<file path="src/sv/lsbse_pkg.sv">
// Shared types and constants for the LSB embed/extract block.
package lsbse_pkg;

    localparam int OFFSET_BITS_DEFAULT = 16;
    localparam int DATA_OFFSET_RESET   = 54;
    localparam int CFG_DATA_W          = 16;
    localparam int CFG_ADDR_W          = 1;

    localparam logic [CFG_ADDR_W-1:0] CFG_MODE   = 1'b0;
    localparam logic [CFG_ADDR_W-1:0] CFG_OFFSET = 1'b1;

    localparam logic MODE_HIDE = 1'b0;

    localparam logic [7:0] MARK_START = 8'h02;
    localparam logic [7:0] MARK_END   = 8'h03;
    localparam logic [7:0] LSB_CLEAR  = 8'hFE;
    localparam logic [7:0] LSB_ONLY   = 8'h01;

    typedef enum logic [2:0] {
        PH_HDR  = 3'd0,
        PH_STX  = 3'd1,
        PH_TEXT = 3'd2,
        PH_ETX  = 3'd3,
        PH_DONE = 3'd4
    } t_phase;

    typedef struct packed {
        t_phase     phase;
        logic [2:0] bit_index;
        logic [7:0] char_shift;
    } t_state;

    typedef struct packed {
        logic [7:0] cover_byte;
        logic [7:0] text_byte;
        logic       text_empty;
        logic       last_cover;
    } t_item;

    typedef struct packed {
        logic [7:0] out_byte;
        logic       char_valid;
        logic       text_taken;
        logic       message_done;
        logic       marker_missing;
        logic       overflow;
        logic       last_out;
    } t_result;

endpackage

</file>
<file path="src/sv/lsb_stego_embed_extract.sv">
// Top level of the LSB embed/extract block: registers, handshake and config port.
//
// One image byte enters per word on the input channel (i_in_valid / o_in_stall)
// with the offered message character, its empty flag and the end-of-image flag.
// One result word leaves per input word on the output channel (o_out_valid /
// i_out_stall). Mode and header length are set through the write port (i_cfg_we,
// i_cfg_addr, i_cfg_data); the user must write them only while the block is idle.
// The block itself does not enforce this.
//
// A word is accepted when i_in_valid is high and o_in_stall is low. It sits
// in an input register, the embed/extract logic works on it combinationally,
// and its result is loaded into the output register when that register is
// free. A new word can be accepted every cycle while the receiver does not
// stall, so throughput is one word per clock; the only loop is the stream
// state (header count, phase, bit position, character) updated once a word.
// When the receiver stalls, the result stays in the output register and
// one more word waits in the input register; o_in_stall rises only when
// both are full. Reset empties both stages, sets hide mode, a 54-byte header
// and returns the stream state to the header phase. After a word with
// i_last_cover, the stream state returns to the header phase as well.
module lsb_stego_embed_extract
    import lsbse_pkg::*;
#(
    parameter int OFFSET_BITS = OFFSET_BITS_DEFAULT
) (
    input  logic                  i_clk,
    input  logic                  i_rst_n,
    input  logic                  i_cfg_we,
    input  logic [CFG_ADDR_W-1:0] i_cfg_addr,
    input  logic [CFG_DATA_W-1:0] i_cfg_data,
    input  logic                  i_in_valid,
    output logic                  o_in_stall,
    input  logic [7:0]            i_cover_byte,
    input  logic [7:0]            i_text_byte,
    input  logic                  i_text_empty,
    input  logic                  i_last_cover,
    output logic                  o_out_valid,
    input  logic                  i_out_stall,
    output logic [7:0]            o_out_byte,
    output logic                  o_char_valid,
    output logic                  o_text_taken,
    output logic                  o_message_done,
    output logic                  o_marker_missing,
    output logic                  o_overflow,
    output logic                  o_last_out
);

    logic                   r_mode;
    logic [OFFSET_BITS-1:0] r_data_offset;
    logic [OFFSET_BITS-1:0] r_header_count;
    logic [OFFSET_BITS-1:0] n_header_count;
    t_state                 r_state;
    t_state                 n_state;
    logic                   r_in_valid;
    t_item                  r_item;
    logic                   r_out_valid;
    t_result                r_result;
    t_result                n_result;

    logic                   out_free;
    logic                   step;
    logic                   in_accept;
    logic [31:0]            cfg_wide;

    assign out_free   = !r_out_valid || !i_out_stall;
    assign step       = r_in_valid && out_free;
    assign o_in_stall = r_in_valid && !out_free;
    assign in_accept  = i_in_valid && !o_in_stall;
    assign cfg_wide   = {{(32 - CFG_DATA_W){1'b0}}, i_cfg_data};

    lsbse_step #(
        .OFFSET_BITS(OFFSET_BITS)
    ) u_step (
        .i_mode         (r_mode),
        .i_data_offset  (r_data_offset),
        .i_header_count (r_header_count),
        .i_state        (r_state),
        .i_item         (r_item),
        .o_header_count (n_header_count),
        .o_state        (n_state),
        .o_result       (n_result)
    );

    always_ff @(posedge i_clk) begin
        if (!i_rst_n) begin
            r_mode        <= MODE_HIDE;
            r_data_offset <= OFFSET_BITS'(DATA_OFFSET_RESET);
        end else if (i_cfg_we) begin
            case (i_cfg_addr)
                CFG_MODE:   r_mode        <= i_cfg_data[0];
                CFG_OFFSET: r_data_offset <= cfg_wide[OFFSET_BITS-1:0];
                default:    r_mode        <= r_mode;
            endcase
        end
    end

    always_ff @(posedge i_clk) begin
        if (!i_rst_n) begin
            r_header_count     <= '0;
            r_state.phase      <= PH_HDR;
            r_state.bit_index  <= 3'd0;
            r_state.char_shift <= 8'h00;
        end else if (step) begin
            r_header_count <= n_header_count;
            r_state        <= n_state;
        end
    end

    always_ff @(posedge i_clk) begin
        if (!i_rst_n) begin
            r_in_valid  <= 1'b0;
            r_out_valid <= 1'b0;
        end else begin
            if (in_accept) begin
                r_in_valid <= 1'b1;
            end else if (step) begin
                r_in_valid <= 1'b0;
            end
            if (step) begin
                r_out_valid <= 1'b1;
            end else if (!i_out_stall) begin
                r_out_valid <= 1'b0;
            end
        end
    end

    always_ff @(posedge i_clk) begin
        if (in_accept) begin
            r_item.cover_byte <= i_cover_byte;
            r_item.text_byte  <= i_text_byte;
            r_item.text_empty <= i_text_empty;
            r_item.last_cover <= i_last_cover;
        end
        if (step) begin
            r_result <= n_result;
        end
    end

    assign o_out_valid      = r_out_valid;
    assign o_out_byte       = r_result.out_byte;
    assign o_char_valid     = r_result.char_valid;
    assign o_text_taken     = r_result.text_taken;
    assign o_message_done   = r_result.message_done;
    assign o_marker_missing = r_result.marker_missing;
    assign o_overflow       = r_result.overflow;
    assign o_last_out       = r_result.last_out;

`ifndef SYNTHESIS
    // A word that ends the image must leave the stream back in the header phase.
    a_last_clears: assert property (@(posedge i_clk) disable iff (!i_rst_n)
        (step && r_item.last_cover)
        |=> (r_state.phase == PH_HDR && r_header_count == '0 && r_state.bit_index == 3'd0))
        else $error("stream state not cleared after last cover byte");

    a_stall_needs_word: assert property (@(posedge i_clk) disable iff (!i_rst_n)
        o_in_stall |-> (r_in_valid && r_out_valid))
        else $error("input stalled with a free stage");

    a_done_vs_missing: assert property (@(posedge i_clk) disable iff (!i_rst_n)
        r_out_valid |-> !(r_result.message_done && r_result.marker_missing))
        else $error("end marker and missing start marker in one word");

    a_done_vs_overflow: assert property (@(posedge i_clk) disable iff (!i_rst_n)
        r_out_valid |-> !(r_result.message_done && r_result.overflow))
        else $error("overflow flagged on the word that finished the message");

    a_taken_vs_char: assert property (@(posedge i_clk) disable iff (!i_rst_n)
        r_out_valid |-> !(r_result.text_taken && r_result.char_valid))
        else $error("hide and show results mixed in one word");
`endif

endmodule

</file>
<file path="src/sv/lsbse_step.sv">
// Per-word embed/extract logic: next stream state and the result word.
module lsbse_step
    import lsbse_pkg::*;
#(
    parameter int OFFSET_BITS = OFFSET_BITS_DEFAULT
) (
    input  logic                   i_mode,
    input  logic [OFFSET_BITS-1:0] i_data_offset,
    input  logic [OFFSET_BITS-1:0] i_header_count,
    input  t_state                 i_state,
    input  t_item                  i_item,
    output logic [OFFSET_BITS-1:0] o_header_count,
    output t_state                 o_state,
    output t_result                o_result
);

    logic                   hide;
    logic [OFFSET_BITS-1:0] hc;
    t_phase                 ph;
    logic [2:0]             bi;
    logic [7:0]             sh;
    logic [7:0]             cur;
    t_result                res;

    assign hide = (i_mode == MODE_HIDE);

    always_comb begin
        hc  = i_header_count;
        ph  = i_state.phase;
        bi  = i_state.bit_index;
        sh  = i_state.char_shift;
        cur = MARK_START;
        res = '0;

        if (ph == PH_HDR) begin
            if (hc < i_data_offset) begin
                hc = hc + OFFSET_BITS'(1);
                res.out_byte = hide ? i_item.cover_byte : 8'h00;
            end else begin
                // Header finished: this same word is the first data word.
                ph = PH_STX;
                bi = 3'd0;
                sh = 8'h00;
            end
        end

        if (ph == PH_STX || ph == PH_TEXT || ph == PH_ETX) begin
            if (hide) begin
                case (ph)
                    PH_STX: begin
                        cur = MARK_START;
                    end
                    PH_TEXT: begin
                        if (bi == 3'd0) begin
                            if (i_item.text_empty) begin
                                ph = PH_ETX;
                                sh = MARK_END;
                            end else begin
                                sh = i_item.text_byte;
                                res.text_taken = 1'b1;
                            end
                        end
                        cur = sh;
                    end
                    default: begin
                        cur = MARK_END;
                    end
                endcase
                res.out_byte = (i_item.cover_byte & LSB_CLEAR) | ((cur >> bi) & LSB_ONLY);
                if (bi == 3'd7) begin
                    bi = 3'd0;
                    if (ph == PH_STX) begin
                        ph = PH_TEXT;
                    end else if (ph == PH_ETX) begin
                        ph = PH_DONE;
                        res.message_done = 1'b1;
                    end
                end else begin
                    bi = bi + 3'd1;
                end
            end else begin
                if (bi == 3'd0) begin
                    sh = 8'h00;
                end
                // Bits already set in the character stay set after a mode change.
                sh = sh | (8'(i_item.cover_byte[0]) << bi);
                if (bi == 3'd7) begin
                    bi = 3'd0;
                    if (ph == PH_STX) begin
                        if (sh != MARK_START) begin
                            res.marker_missing = 1'b1;
                            ph = PH_DONE;
                        end else begin
                            ph = PH_TEXT;
                        end
                    end else if (sh == MARK_END) begin
                        res.message_done = 1'b1;
                        ph = PH_DONE;
                    end else begin
                        res.out_byte   = sh;
                        res.char_valid = 1'b1;
                    end
                end else begin
                    bi = bi + 3'd1;
                end
            end
        end else if (ph != PH_HDR) begin
            res.out_byte = hide ? i_item.cover_byte : 8'h00;
        end

        res.last_out = i_item.last_cover;
        if (i_item.last_cover) begin
            if ((ph == PH_HDR || ph == PH_STX || ph == PH_TEXT || ph == PH_ETX)
                    && !res.message_done) begin
                res.overflow = 1'b1;
            end
            hc = '0;
            ph = PH_HDR;
            bi = 3'd0;
            sh = 8'h00;
        end
    end

    assign o_header_count     = hc;
    assign o_state.phase      = ph;
    assign o_state.bit_index  = bi;
    assign o_state.char_shift = sh;
    assign o_result           = res;

endmodule
</file>
<file path="config.mk">
export PLATFORM = sky130hd
export DESIGN_NAME = lsb_stego_embed_extract
export DESIGN_NICKNAME = d
export VERILOG_FILES = /design/src/sv/lsbse_pkg.sv /design/src/sv/lsb_stego_embed_extract.sv /design/src/sv/lsbse_step.sv
export SDC_FILE = /design/constraint.sdc
export NUM_CORES = 1
export LEC_CHECK = 0
export ABC_AREA = 1
export BUFFER_PORTS_ARGS = -buffer_cell sky130_fd_sc_hd__buf_2
export CAP_MARGIN = 10
export CORE_MARGIN = 8
export CORE_UTILIZATION = 48
export CTS_BUF_LIST = sky130_fd_sc_hd__clkbuf_4
export DETAILED_ROUTE_END_ITERATION = 10
export GPL_TIMING_DRIVEN = 0
export PLACE_DENSITY = 0.76
export SYNTH_ARGS = -nofsm -noshare
export SYNTH_HDL_FRONTEND = slang
export SYNTH_SLANG_ARGS = --single-unit
</file>
<file path="constraint.sdc">
create_clock -name i_clk -period 3.3 [get_ports i_clk]
set_clock_uncertainty 0.2 [all_clocks]
set_input_delay 0.66 -clock i_clk [delete_from_list [all_inputs] [get_ports i_clk]]
set_output_delay 0.66 -clock i_clk [all_outputs]
set_load 0.02 [all_outputs]
</file>
==> out/qor.txt <==
CTS Buf Count - 9
Commonest cells post-synth - nand2_1, inv_1, a21oi_1, dfxtp_1, o21ai_0
Syn Nets - 591
Sum of negative setup slack - 0 ns
Vias in the first global route - 3,711
Total track usage - 19.2%
DP Area - 4670 um2
Count leader, synth - nand2_1
Routability cong. - 0.943
Mapped Cells - 532
Worst-margin pin slew - 1.17 ns
Die Ht - 110 um
Die area - 12,100 um2
I/O Buffers - 55
Area Overhead vs Synth - 22.9%
Top Ports - 56
Clock network power share - 31.9%
Largest cells by area after synthesis - dfxtp_1, edfxtp_1, nand2_1, a21oi_1, inv_1
Post-synthesis instance area - 4260 um2
Pre-CTS WS - -0.322 ns
Total gr overflow - 0
Yosys top cell area share - 23.0%
Final layout net count - 675
Antenna violations before repair - 1
YS warnings - 0
Hold/Removal Path Class - in -> reg
CP Capture Type - flop
Period utilization - 99.0%
Starting DRT DRC Count - 312
Die X - 110 um
Total chip power - 1870 uW
First-pass GRT wire length - 18,000 um
Worst-path maximum fanout - 10
Wire per inst - 16.0 um
H-tree levels - 3
Max Cap Violations - 0
Detailed-route vias per instance - 5.48
Top_reg_cell synth - dfxtp_1
CP max stage cell - dfxtp_1
Vias post-DR - 4,002
Core footprint - 8680 um2
Root buffer cell - clkbuf_4
Clock sinks - 81
Cell taking the most area after synthesis - dfxtp_1
Post-synthesis register bit count - 81
Worst-case clock buffer depth - 2
Sequential share of the synthesized area - 45.6%
PwrDens - 358 nW/um2
Fraction of registers with async set/reset - 0%
Row count - 34
Number of synthesized flops with an enable pin - 32
RSZ-0062 raised after global routing - true
Min Hold Slack - 0.176 ns
CP Class - reg -> reg
Netlist cell types - 38
Worst rel slew slack - 21.4%
Final max-slew violation count - 0
Flop pwr share - 58.6%
Leakage - 0.00214 uW
Crit start category - flop
Final antenna-violating net count - 0
Largest stage delay, worst path - 0.38 ns
Starting Density - 49.0%
Design Area, Final - 5230 um2
CTS tree - yes
Net Sw Power - 479 uW
Sw frac - 25.6%
Final setup fails - 0
Worst-path clk slew - 0.14 ns
Mean post-synth cell area - 8.00 um2
Crit path setup slack, layout - 0.0318 ns
Fmax - 306 MHz
Comb power frac - 9.5%
Minimum clock period - 3.27 ns
Max VDD drop - 205 uV
Hold Fails Final Rpt - 0
Latest clock arrival within the worst-skew pair - 0.45 ns
Crit path cell chain - ha_1 > a21oi_1 > o21a_1 > nand2_1 > nand2_1 > nand2_2 > nand2_4 > buf_8 > nand2_8 > ha_4 > nand2_2 > buf_6 > nand2_4 > inv_2 > nor2_4 > nand2_2 > nor2_4 > nand2_2 > nand2_2 > nand2_2 > nand2_1 > nand2_1 > nand2_2 > a21oi_2
Largest net degree at the start of global routing - 19
Placed wire-length estimate - 8240 um
Status - complete, no violations
Post-Route WL - 11,700 um
Pint - 1390 uW
Layout cells sized above 1 - 30.1%
WP data arrival - 3.27 ns
TritonRoute pass-1 iters - 5
Most frequent CP cell - nand2_2
Required @ worst endpoint - 3.30 ns
Drc violations - 0
-- metal layers --
metal	up-vias	GRT usage, %	routed length, um
met1	1847	24.8	5100
met4	0	9.23	279
li1	1971	-	-
met3	25	3.72	842
met2	159	30.2	5450
met5	-	0	0
-- cells in the final DEF (no fill, tap or decap), drive strengths merged --
master   synthesis  layout
edfxtp          32      32
nand2          111     111
clkbuf           7      18
a311oi           1       1
nand3           21      21
o21ai           46      46
nand4            5       5
o41ai            1       1
nor3b            2       2
a211oi           2       2
nor3            14      14
a31oi            2       2
a21oi           59      59
ha              19      19
bufinv           0       1
o211ai          15      15
clkinv           2       4
nor2            43      43
inv             85      87
o22ai            2       2
o2111ai          4       4
diode            0       1
o21bai           1       1
buf              4      77
dfxtp           49      49
a221oi           3       3
o21a             2       2
-- state kept, by name (all words and copies together), names as in the netlist, 8 cells and up --
signal          count
r_state            14
r_item             18
o_out_byte          8
r_header_count     16
r_data_offset      16
-- stage by stage --
step / util [%] / instances
2_1_floorplan: - / 532
3_3_place_gp: 53.8 / 695
3_5_place_dp: 53.8 / 695
4_1_cts: 56.8 / 717
5_1_grt: 60.3 / 730
6_report: 60.3 / 730
-- cell families after synthesis --
family                     Yosys count  synth area share, %
AOI/OAI and AO/OA                  138                 18.6
adders and majority gates           19                 5.58
buffers and inverters               98                 9.05
DFF                                 81                 45.6
and+or+nand+nor                    196                 21.1
-- critical path, delay by kind of cell (launching register included) --
family          cells  cell delay [ns]
buf+inv             3             0.34
simple gates       16             1.35
compound gates      3             0.28
fa+ha+maj           2             0.47
flops               1             0.38
-- final cells by class --
cell class	instances	area (um2)
Antenna cell	1	2.50
Buffer	11	65.1
Clock buffer	11	82.6
Clock inverter	5	53.8
Fill cell	791	3450
Inverter	87	333
Multi-Input combinational cell	353	2190
Sequential cell	81	1960
Tap cell	108	135
Timing Repair Buffer	73	410
-- power by group through the flow --
stage | clock [uW] | sequential [uW] | combinational (uW)
2_1_floorplan | 0 | 1120 | 82.0
3_3_place_gp | 0 | 1120 | 152
3_5_place_dp | 0 | 1120 | 158
4_1_cts | 608 | 1090 | 162
5_1_grt | 644 | 1100 | 197
6_report | 597 | 1100 | 177
-- final timing paths --
path	startpoint	end	slack (ns)	cells past startpoint
worst min register to register	r_data_offset[9]	r_data_offset[9]	0.27	2
worst max register to register	r_header_count[5]	o_overflow	0.03	24
worst min-delay path	i_text_byte[7]	r_item[9]	0.18	1
worst max-delay path	r_header_count[5]	o_overflow	0.03	24
-- what timing repair did --
item / CTS / global route
pin swaps: 6 / 25
endpoints found under the setup margin: 14 / 28
resized for setup: 18 / 59
hold buffers: 0 / 0
setup buffers: 6 / 12
(Power assumes the default switching activity.)
